## src/hdl/i2cms_pkg.sv

```systemverilog
package i2cms_pkg;

    localparam int PhaseW = 4;

    localparam logic [PhaseW-1:0] PhIdle = 4'd0;
    localparam logic [PhaseW-1:0] PhSt1  = 4'd1;
    localparam logic [PhaseW-1:0] PhSt2  = 4'd2;
    localparam logic [PhaseW-1:0] PhSp1  = 4'd3;
    localparam logic [PhaseW-1:0] PhSp2  = 4'd4;
    localparam logic [PhaseW-1:0] PhWrHi = 4'd5;
    localparam logic [PhaseW-1:0] PhWrLo = 4'd6;
    localparam logic [PhaseW-1:0] PhRdHi = 4'd7;
    localparam logic [PhaseW-1:0] PhRdLo = 4'd8;
    localparam logic [PhaseW-1:0] PhAkHi = 4'd9;
    localparam logic [PhaseW-1:0] PhAkLo = 4'd10;
    localparam logic [PhaseW-1:0] PhWa   = 4'd11;

    localparam logic [2:0] ReqTick  = 3'd0;
    localparam logic [2:0] ReqStart = 3'd1;
    localparam logic [2:0] ReqStop  = 3'd2;
    localparam logic [2:0] ReqWrite = 3'd3;
    localparam logic [2:0] ReqRead  = 3'd4;
    localparam logic [2:0] ReqWait  = 3'd5;

    localparam logic [7:0] AckTimeoutReset = 8'd100;

    typedef struct packed {
        logic [PhaseW-1:0] phase;
        logic [3:0]        bit_index;
        logic [7:0]        shift_data;
        logic [7:0]        poll_count;
        logic              ack_choice;
        logic              scl;
        logic              sda;
        logic              drv;
        logic              fail;
        logic [7:0]        rx_hold;
    } seq_state_t;

    localparam seq_state_t StateReset = '{
        phase:      PhIdle,
        bit_index:  4'd0,
        shift_data: 8'd0,
        poll_count: 8'd0,
        ack_choice: 1'b0,
        scl:        1'b1,
        sda:        1'b1,
        drv:        1'b1,
        fail:       1'b0,
        rx_hold:    8'd0
    };

    typedef struct packed {
        logic [2:0] req_type;
        logic [7:0] tx_byte;
        logic       send_ack;
        logic       sda_in;
    } seq_req_t;

endpackage

```

## src/hdl/i2c_master_bit_sequencer_core.sv

```systemverilog
// Bit-level I2C master sequencer. Issue start, stop, write, read or wait-ack
// while idle, then one tick transfer per bus phase carrying the sampled SDA.
// Every input transfer gives exactly one result transfer with the pin levels
// and status. One transfer is taken every clock unless out_stall holds a
// result; each result appears in the next clock from the output register,
// set by the single phase-update step between the sequence state and that
// register. ack_timeout may be written only while no result is pending.
module i2c_master_bit_sequencer_core (
    input  logic       clk,
    input  logic       rst_n,
    input  logic       cfg_wr_en,
    input  logic [7:0] cfg_wr_data,
    input  logic       in_valid,
    output logic       in_stall,
    input  logic [2:0] req_type,
    input  logic [7:0] tx_byte,
    input  logic       send_ack,
    input  logic       sda_in,
    output logic       out_valid,
    input  logic       out_stall,
    output logic       scl_level,
    output logic       sda_level,
    output logic       sda_drive,
    output logic       busy_res,
    output logic       done_res,
    output logic [7:0] rx_byte,
    output logic       ack_failed
);

    i2cms_pkg::seq_state_t state_reg;
    i2cms_pkg::seq_state_t state_next;
    i2cms_pkg::seq_req_t   req;
    logic [7:0]            ack_timeout_reg;
    logic                  done_next;
    logic                  in_accept;
    logic                  out_valid_reg;
    logic                  scl_reg;
    logic                  sda_reg;
    logic                  drv_reg;
    logic                  busy_reg;
    logic                  done_reg;
    logic [7:0]            rx_reg;
    logic                  fail_reg;

    assign req = '{req_type: req_type, tx_byte: tx_byte, send_ack: send_ack,
                   sda_in: sda_in};

    i2cms_step u_step (
        .state       (state_reg),
        .req         (req),
        .ack_timeout (ack_timeout_reg),
        .state_next  (state_next),
        .done        (done_next)
    );

    assign in_stall  = out_valid_reg && out_stall;
    assign in_accept = in_valid && !in_stall;

    always_ff @(posedge clk or negedge rst_n)
    begin
        if (!rst_n)
        begin
            ack_timeout_reg <= i2cms_pkg::AckTimeoutReset;
        end
        else if (cfg_wr_en)
        begin
            ack_timeout_reg <= cfg_wr_data;
        end
    end

    always_ff @(posedge clk or negedge rst_n)
    begin
        if (!rst_n)
        begin
            state_reg     <= i2cms_pkg::StateReset;
            out_valid_reg <= 1'b0;
        end
        else
        begin
            if (in_accept)
            begin
                state_reg <= state_next;
            end
            if (in_accept)
            begin
                out_valid_reg <= 1'b1;
            end
            else if (!out_stall)
            begin
                out_valid_reg <= 1'b0;
            end
        end
    end

    // result payload
    always_ff @(posedge clk)
    begin
        if (in_accept)
        begin
            scl_reg  <= state_next.scl;
            sda_reg  <= state_next.drv ? state_next.sda : 1'b1;
            drv_reg  <= state_next.drv;
            busy_reg <= state_next.phase != i2cms_pkg::PhIdle;
            done_reg <= done_next;
            rx_reg   <= state_next.rx_hold;
            fail_reg <= state_next.fail;
        end
    end

    assign out_valid  = out_valid_reg;
    assign scl_level  = scl_reg;
    assign sda_level  = sda_reg;
    assign sda_drive  = drv_reg;
    assign busy_res   = busy_reg;
    assign done_res   = done_reg;
    assign rx_byte    = rx_reg;
    assign ack_failed = fail_reg;

    a_released_high: assert property (@(posedge clk) disable iff (!rst_n)
        out_valid |-> (sda_drive || sda_level))
        else $error("released SDA not reported high");

    a_done_not_busy: assert property (@(posedge clk) disable iff (!rst_n)
        (out_valid && done_res) |-> !busy_res)
        else $error("done with sequence still busy");

    a_accept_gives_result: assert property (@(posedge clk) disable iff (!rst_n)
        in_accept |=> out_valid)
        else $error("accepted transfer produced no result");

    a_wait_clears_fail: assert property (@(posedge clk) disable iff (!rst_n)
        (in_accept && state_reg.phase == i2cms_pkg::PhIdle
            && req_type == i2cms_pkg::ReqWait) |=> (!ack_failed && busy_res))
        else $error("wait-ack start did not clear failure");

endmodule

```

## src/hdl/i2cms_step.sv

```systemverilog
module i2cms_step (
    input  i2cms_pkg::seq_state_t state,
    input  i2cms_pkg::seq_req_t   req,
    input  logic [7:0]            ack_timeout,
    output i2cms_pkg::seq_state_t state_next,
    output logic                  done
);

    logic [3:0] bit_inc;

    assign bit_inc = state.bit_index + 4'd1;

    always_comb
    begin
        state_next = state;
        done       = 1'b0;
        if (state.phase == i2cms_pkg::PhIdle)
        begin
            unique case (req.req_type)
                i2cms_pkg::ReqStart:
                begin
                    state_next.scl   = 1'b1;
                    state_next.sda   = 1'b1;
                    state_next.drv   = 1'b1;
                    state_next.phase = i2cms_pkg::PhSt1;
                end
                i2cms_pkg::ReqStop:
                begin
                    state_next.scl   = 1'b0;
                    state_next.sda   = 1'b0;
                    state_next.drv   = 1'b1;
                    state_next.phase = i2cms_pkg::PhSp1;
                end
                i2cms_pkg::ReqWrite:
                begin
                    state_next.scl        = 1'b0;
                    state_next.drv        = 1'b1;
                    state_next.shift_data = req.tx_byte;
                    state_next.bit_index  = 4'd0;
                    state_next.phase      = i2cms_pkg::PhWrHi;
                end
                i2cms_pkg::ReqRead:
                begin
                    state_next.scl        = 1'b0;
                    state_next.sda        = 1'b1;
                    state_next.drv        = 1'b0;
                    state_next.shift_data = 8'd0;
                    state_next.bit_index  = 4'd0;
                    state_next.ack_choice = req.send_ack;
                    state_next.phase      = i2cms_pkg::PhRdHi;
                end
                i2cms_pkg::ReqWait:
                begin
                    state_next.scl        = 1'b1;
                    state_next.sda        = 1'b1;
                    state_next.drv        = 1'b0;
                    state_next.poll_count = 8'd0;
                    state_next.fail       = 1'b0;
                    state_next.phase      = i2cms_pkg::PhWa;
                end
                default:
                begin
                end
            endcase
        end
        else if (req.req_type == i2cms_pkg::ReqTick)
        begin
            unique case (state.phase)
                i2cms_pkg::PhSt1:
                begin
                    state_next.scl   = 1'b1;
                    state_next.sda   = 1'b0;
                    state_next.drv   = 1'b1;
                    state_next.phase = i2cms_pkg::PhSt2;
                end
                i2cms_pkg::PhSt2:
                begin
                    state_next.scl   = 1'b0;
                    state_next.sda   = 1'b0;
                    state_next.drv   = 1'b1;
                    state_next.phase = i2cms_pkg::PhIdle;
                    done             = 1'b1;
                end
                i2cms_pkg::PhSp1:
                begin
                    state_next.scl   = 1'b1;
                    state_next.sda   = 1'b0;
                    state_next.drv   = 1'b1;
                    state_next.phase = i2cms_pkg::PhSp2;
                end
                i2cms_pkg::PhSp2:
                begin
                    state_next.scl   = 1'b1;
                    state_next.sda   = 1'b1;
                    state_next.drv   = 1'b1;
                    state_next.phase = i2cms_pkg::PhIdle;
                    done             = 1'b1;
                end
                i2cms_pkg::PhWrHi:
                begin
                    state_next.scl        = 1'b1;
                    state_next.sda        = state.shift_data[7];
                    state_next.drv        = 1'b1;
                    state_next.shift_data = {state.shift_data[6:0], 1'b0};
                    state_next.phase      = i2cms_pkg::PhWrLo;
                end
                i2cms_pkg::PhWrLo:
                begin
                    state_next.scl       = 1'b0;
                    state_next.drv       = 1'b1;
                    state_next.bit_index = bit_inc;
                    if (bit_inc[3])
                    begin
                        state_next.phase = i2cms_pkg::PhIdle;
                        done             = 1'b1;
                    end
                    else
                    begin
                        state_next.phase = i2cms_pkg::PhWrHi;
                    end
                end
                i2cms_pkg::PhRdHi:
                begin
                    state_next.scl   = 1'b1;
                    state_next.sda   = 1'b1;
                    state_next.drv   = 1'b0;
                    state_next.phase = i2cms_pkg::PhRdLo;
                end
                i2cms_pkg::PhRdLo:
                begin
                    state_next.shift_data = {state.shift_data[6:0], req.sda_in};
                    state_next.bit_index  = bit_inc;
                    state_next.scl        = 1'b0;
                    if (bit_inc[3])
                    begin
                        state_next.sda   = ~state.ack_choice;
                        state_next.drv   = 1'b1;
                        state_next.phase = i2cms_pkg::PhAkHi;
                    end
                    else
                    begin
                        state_next.sda   = 1'b1;
                        state_next.drv   = 1'b0;
                        state_next.phase = i2cms_pkg::PhRdHi;
                    end
                end
                i2cms_pkg::PhAkHi:
                begin
                    state_next.scl   = 1'b1;
                    state_next.drv   = 1'b1;
                    state_next.phase = i2cms_pkg::PhAkLo;
                end
                i2cms_pkg::PhAkLo:
                begin
                    state_next.scl     = 1'b0;
                    state_next.drv     = 1'b1;
                    state_next.rx_hold = state.shift_data;
                    state_next.phase   = i2cms_pkg::PhIdle;
                    done               = 1'b1;
                end
                i2cms_pkg::PhWa:
                begin
                    if (!req.sda_in)
                    begin
                        state_next.scl   = 1'b0;
                        state_next.sda   = 1'b1;
                        state_next.drv   = 1'b0;
                        state_next.phase = i2cms_pkg::PhIdle;
                        done             = 1'b1;
                    end
                    else if (state.poll_count >= ack_timeout)
                    begin
                        state_next.fail  = 1'b1;
                        state_next.scl   = 1'b0;
                        state_next.sda   = 1'b0;
                        state_next.drv   = 1'b1;
                        state_next.phase = i2cms_pkg::PhSp1;
                    end
                    else
                    begin
                        state_next.poll_count = state.poll_count + 8'd1;
                    end
                end
                default:
                begin
                    state_next.phase = i2cms_pkg::PhIdle;
                end
            endcase
        end
    end

endmodule

```

## config.mk

```make
export PLATFORM = sky130hd
export DESIGN_NAME = i2c_master_bit_sequencer_core
export DESIGN_NICKNAME = d
export VERILOG_FILES = /design/src/hdl/i2cms_pkg.sv /design/src/hdl/i2c_master_bit_sequencer_core.sv /design/src/hdl/i2cms_step.sv
export SDC_FILE = /design/constraint.sdc
export NUM_CORES = 1
export LEC_CHECK = 0
export BUFFER_PORTS_ARGS = -buffer_cell sky130_fd_sc_hd__buf_4
export CORE_UTILIZATION = 53
export CTS_CLUSTER_SIZE = 30
export DETAILED_ROUTE_END_ITERATION = 7
export PLACE_DENSITY = 0.74
export RECOVER_POWER = 25
export SYNTH_ARGS = -nofsm -noshare
export SYNTH_HDL_FRONTEND = slang
export SYNTH_SLANG_ARGS = --single-unit
```

## constraint.sdc

```tcl
create_clock -name clk -period 2.6 [get_ports clk]
set_input_delay 0.52 -clock clk [delete_from_list [all_inputs] [get_ports clk]]
set_output_delay 0.52 -clock clk [all_outputs]
set_load 0.02 [all_outputs]
```

==> flow_summary.json <==
{
  "post-route-drc-count": 0,
  "combPwrFrac": 0.364,
  "status": "complete, no violations",
  "avgRoutedWirePerCell_um": 16.6,
  "grt_start_max_net_pins": 47,
  "htree_num_levels": 3,
  "place.gp.congestion": 0.918,
  "path_cells": "inv_1 -> ha_1 -> and3_1 -> a221oi_2 -> nand2_1 -> o21a_2 -> or2_2 -> o41ai_2",
  "yosysWarnings": 0,
  "regArea_sq_um": 1580,
  "ir_drop_mv": 0.529,
  "total_power_mw": 3.30,
  "start_util": 0.548,
  "hpwl_mm": 5.59,
  "p_sw_mw": 1.23,
  "clock_latency_ns": 0.34,
  "worst_clock_skew_ns": 0.0129,
  "antenna_found_initial": 0,
  "cap_violations": 0,
  "via_per_inst": 6.21,
  "grt.overflow.total": 0,
  "netlist_top_cells_area": "dfrtp_1 29%, edfxtp_1 12%, mux2_2 6.5%, nand2_1 5.8%, o21ai_0 5.2%",
  "clk_path_buf_depth": 2,
  "crit_type": "flop to flop",
  "syn_area_sq_um": 3460,
  "cts_root_buf": "clkbuf_8",
  "crit_arrival_ns": 2.70,
  "post_dp_cell_area_sq_um": 3940,
  "grt_pass1_vias": 2761,
  "cpPeakStageDelay_ns": 0.52,
  "p_leak_nw": 1.85,
  "synth_commonest_cells": "53 x nand2_1, 40 x dfrtp_1, 36 x o21ai_0, 20 x mux2_2, 20 x nor2_1",
  "fin_crit_sh": 0.954,
  "synth.avg_cell_area_sq_um": 9.47,
  "worstHoldPathType": "input port to flop",
  "fin_util": 0.656,
  "grtUsageTotal": 0.253,
  "synth-async-reset-ratio": 0.767,
  "clock-sinks": 60,
  "wl_mm": 8.31,
  "synth_nets": 401,
  "multi_input_area_sq_um": 1750,
  "synth_edf_count": 14,
  "rows": 29,
  "slowest_stage": "dfstp_2",
  "die_w_um": 82.8,
  "start_kind": "flop",
  "seq_area_frac_synth": 0.457,
  "synthCells": 365,
  "crit_fanout": 10,
  "power_frac_seq": 0.385,
  "final_hold_viol_count": 0,
  "ant_nets": 0,
  "fin_area_sq_um": 4140,
  "nets": 454,
  "power_density_nw_per_um2": 796,
  "p_clk_frac": 0.250,
  "endpoint_kind": "flop",
  "cts-buffers-inserted": 9,
  "drt_first_pass_iters": 6,
  "postCtsHoldBufs": 0,
  "relSlewSlack": 0.214,
  "vias": 3105,
  "final.fill_count": 534,
  "slew_viol_final": 0,
  "tightestPinTransition_ns": 1.18,
  "ys_types": 53,
  "io_pins": 42,
  "yosysTopAreaCell": "dfrtp_1",
  "crit_required_ns": 2.82,
  "die_h_um": 82.8,
  "yosysMostFrequentCell": "nand2_1",
  "postSynthRegisterBits": 60,
  "grt_pass1_wl_mm": 13.0,
  "setup-tns-final_ns": 0,
  "antenna_cells": 0,
  "p_int_mw": 2.07,
  "fin_crit_ns": 2.48,
  "syn2layout_area_growth_pct": 19.8,
  "first_iter_violations": 365,
  "swShare": 0.373,
  "port_buffers": 41,
  "synth_ff_type": "dfrtp_1",
  "clkTransAtPathRegs_ns": 0.08,
  "drive_gt1_frac": 0.262,
  "dieArea_sq_um": 6850,
  "cts_tree": "built",
  "synth_top_area_frac": 0.289,
  "core_sq_um": 6310,
  "largest_reg_flops": 37,
  "finalSetupViolCount": 0,
  "max_freq_ghz": 0.403
}
[critical path, delay by kind of cell (launching register included)]
| kind | cells | cell delay, ns |
|---|---|---|
| adders and majority gates | 1 | 0.26 |
| and+or+nand+nor | 3 | 0.65 |
| AOI/OAI and AO/OA | 3 | 0.89 |
| DFF | 1 | 0.52 |
| buffers and inverters | 1 | 0.05 |
[path summary, 6_finish.rpt]
kind	cells after the start	end	slack, ns	startpoint
min	2	out_valid	0.37	in_valid
min reg2reg	2	state_reg[4]	0.47	state_reg[4]
min in group asynchronous	1	out_valid	0.41	rst_n
max reg2reg	8	state_reg[16]	0.12	ack_timeout_reg[5]
max	8	state_reg[16]	0.12	ack_timeout_reg[5]
max in group asynchronous	1	state_reg[14]	1.46	rst_n
[cell families after synthesis]
family                     synth area share
muxes                                0.0651
xor gates and xnor gates            0.00507
AOI/OAI and AO/OA                     0.222
buffers and inverters                0.0416
adders and majority gates            0.0362
DFF                                   0.457
and+or+nand+nor                       0.174
[stage by stage]
| step | hold slack (ns) | worst slack [ns] | std cells |
|---|---|---|---|
| after floorplan | 0.224 | 0.141 | 365 |
| after global placement | 0.453 | 0.167 | 484 |
| after detailed placement | 0.457 | 0.0292 | 484 |
| after CTS | 0.199 | 0.0397 | 500 |
| after global routing | 0.366 | -0.0450 | 500 |
| final | 0.372 | 0.118 | 500 |
[layout by cell type (no fill, tap or decap), types with 2 or more instances in the layout]
master,instances
or4_1,4
nand3_1,9
edfxtp_1,14
o211ai_1,3
o2bb2ai_1,2
o41ai_1,2
o21ai_0,36
nand2_1,53
o31ai_1,10
clkinv_1,2
clkinv_4,2
nor2b_1,8
nand4_1,2
inv_1,17
buf_4,61
nand3b_1,2
and2_1,2
ha_1,10
a22o_1,9
o311ai_0,2
a211oi_1,2
a22oi_1,4
nor2_1,20
a21o_1,3
nand2b_1,6
a21oi_1,11
a31oi_1,9
dfstp_2,6
mux2_2,20
and3_1,9
a32o_1,2
dfrtp_1,40
nor3_1,5
clkbuf_8,9
xnor2_1,2
[area by class of cell]
class                           count  share of cell area
Multi-Input combinational cell    268               0.422
Sequential cell                    60               0.381
Timing Repair Buffer               62               0.112
Clock buffer                        9              0.0299
Tap cell                           77              0.0232
Clock inverter                      7              0.0163
Inverter                           17              0.0154
[metal layers]
layer	wire length (um)	track usage
met5	0	0
met4	237	0.121
met2	3920	0.398
met3	522	0.0470
met1	3630	0.337
[power by group through the flow]
stage / Combinational (mW) / Clock [mW] / Sequential [mW]
6_report: 1.20 / 0.826 / 1.27
5_1_grt: 1.30 / 0.875 / 1.29
4_1_cts: 1.17 / 0.838 / 1.27
3_5_place_dp: 1.16 / 0 / 1.28
3_3_place_gp: 1.14 / 0 / 1.28
2_1_floorplan: 0.803 / 0 / 1.27
[what timing repair did]
action / CTS / global route
endpoints found under the setup margin: 1 / 2
pin swaps: 0 / 0
resized for setup: 1 / 2
buffers inserted: 0 / 0
endpoints found under the hold margin: 0 / 0
(Power assumes the default switching activity.)
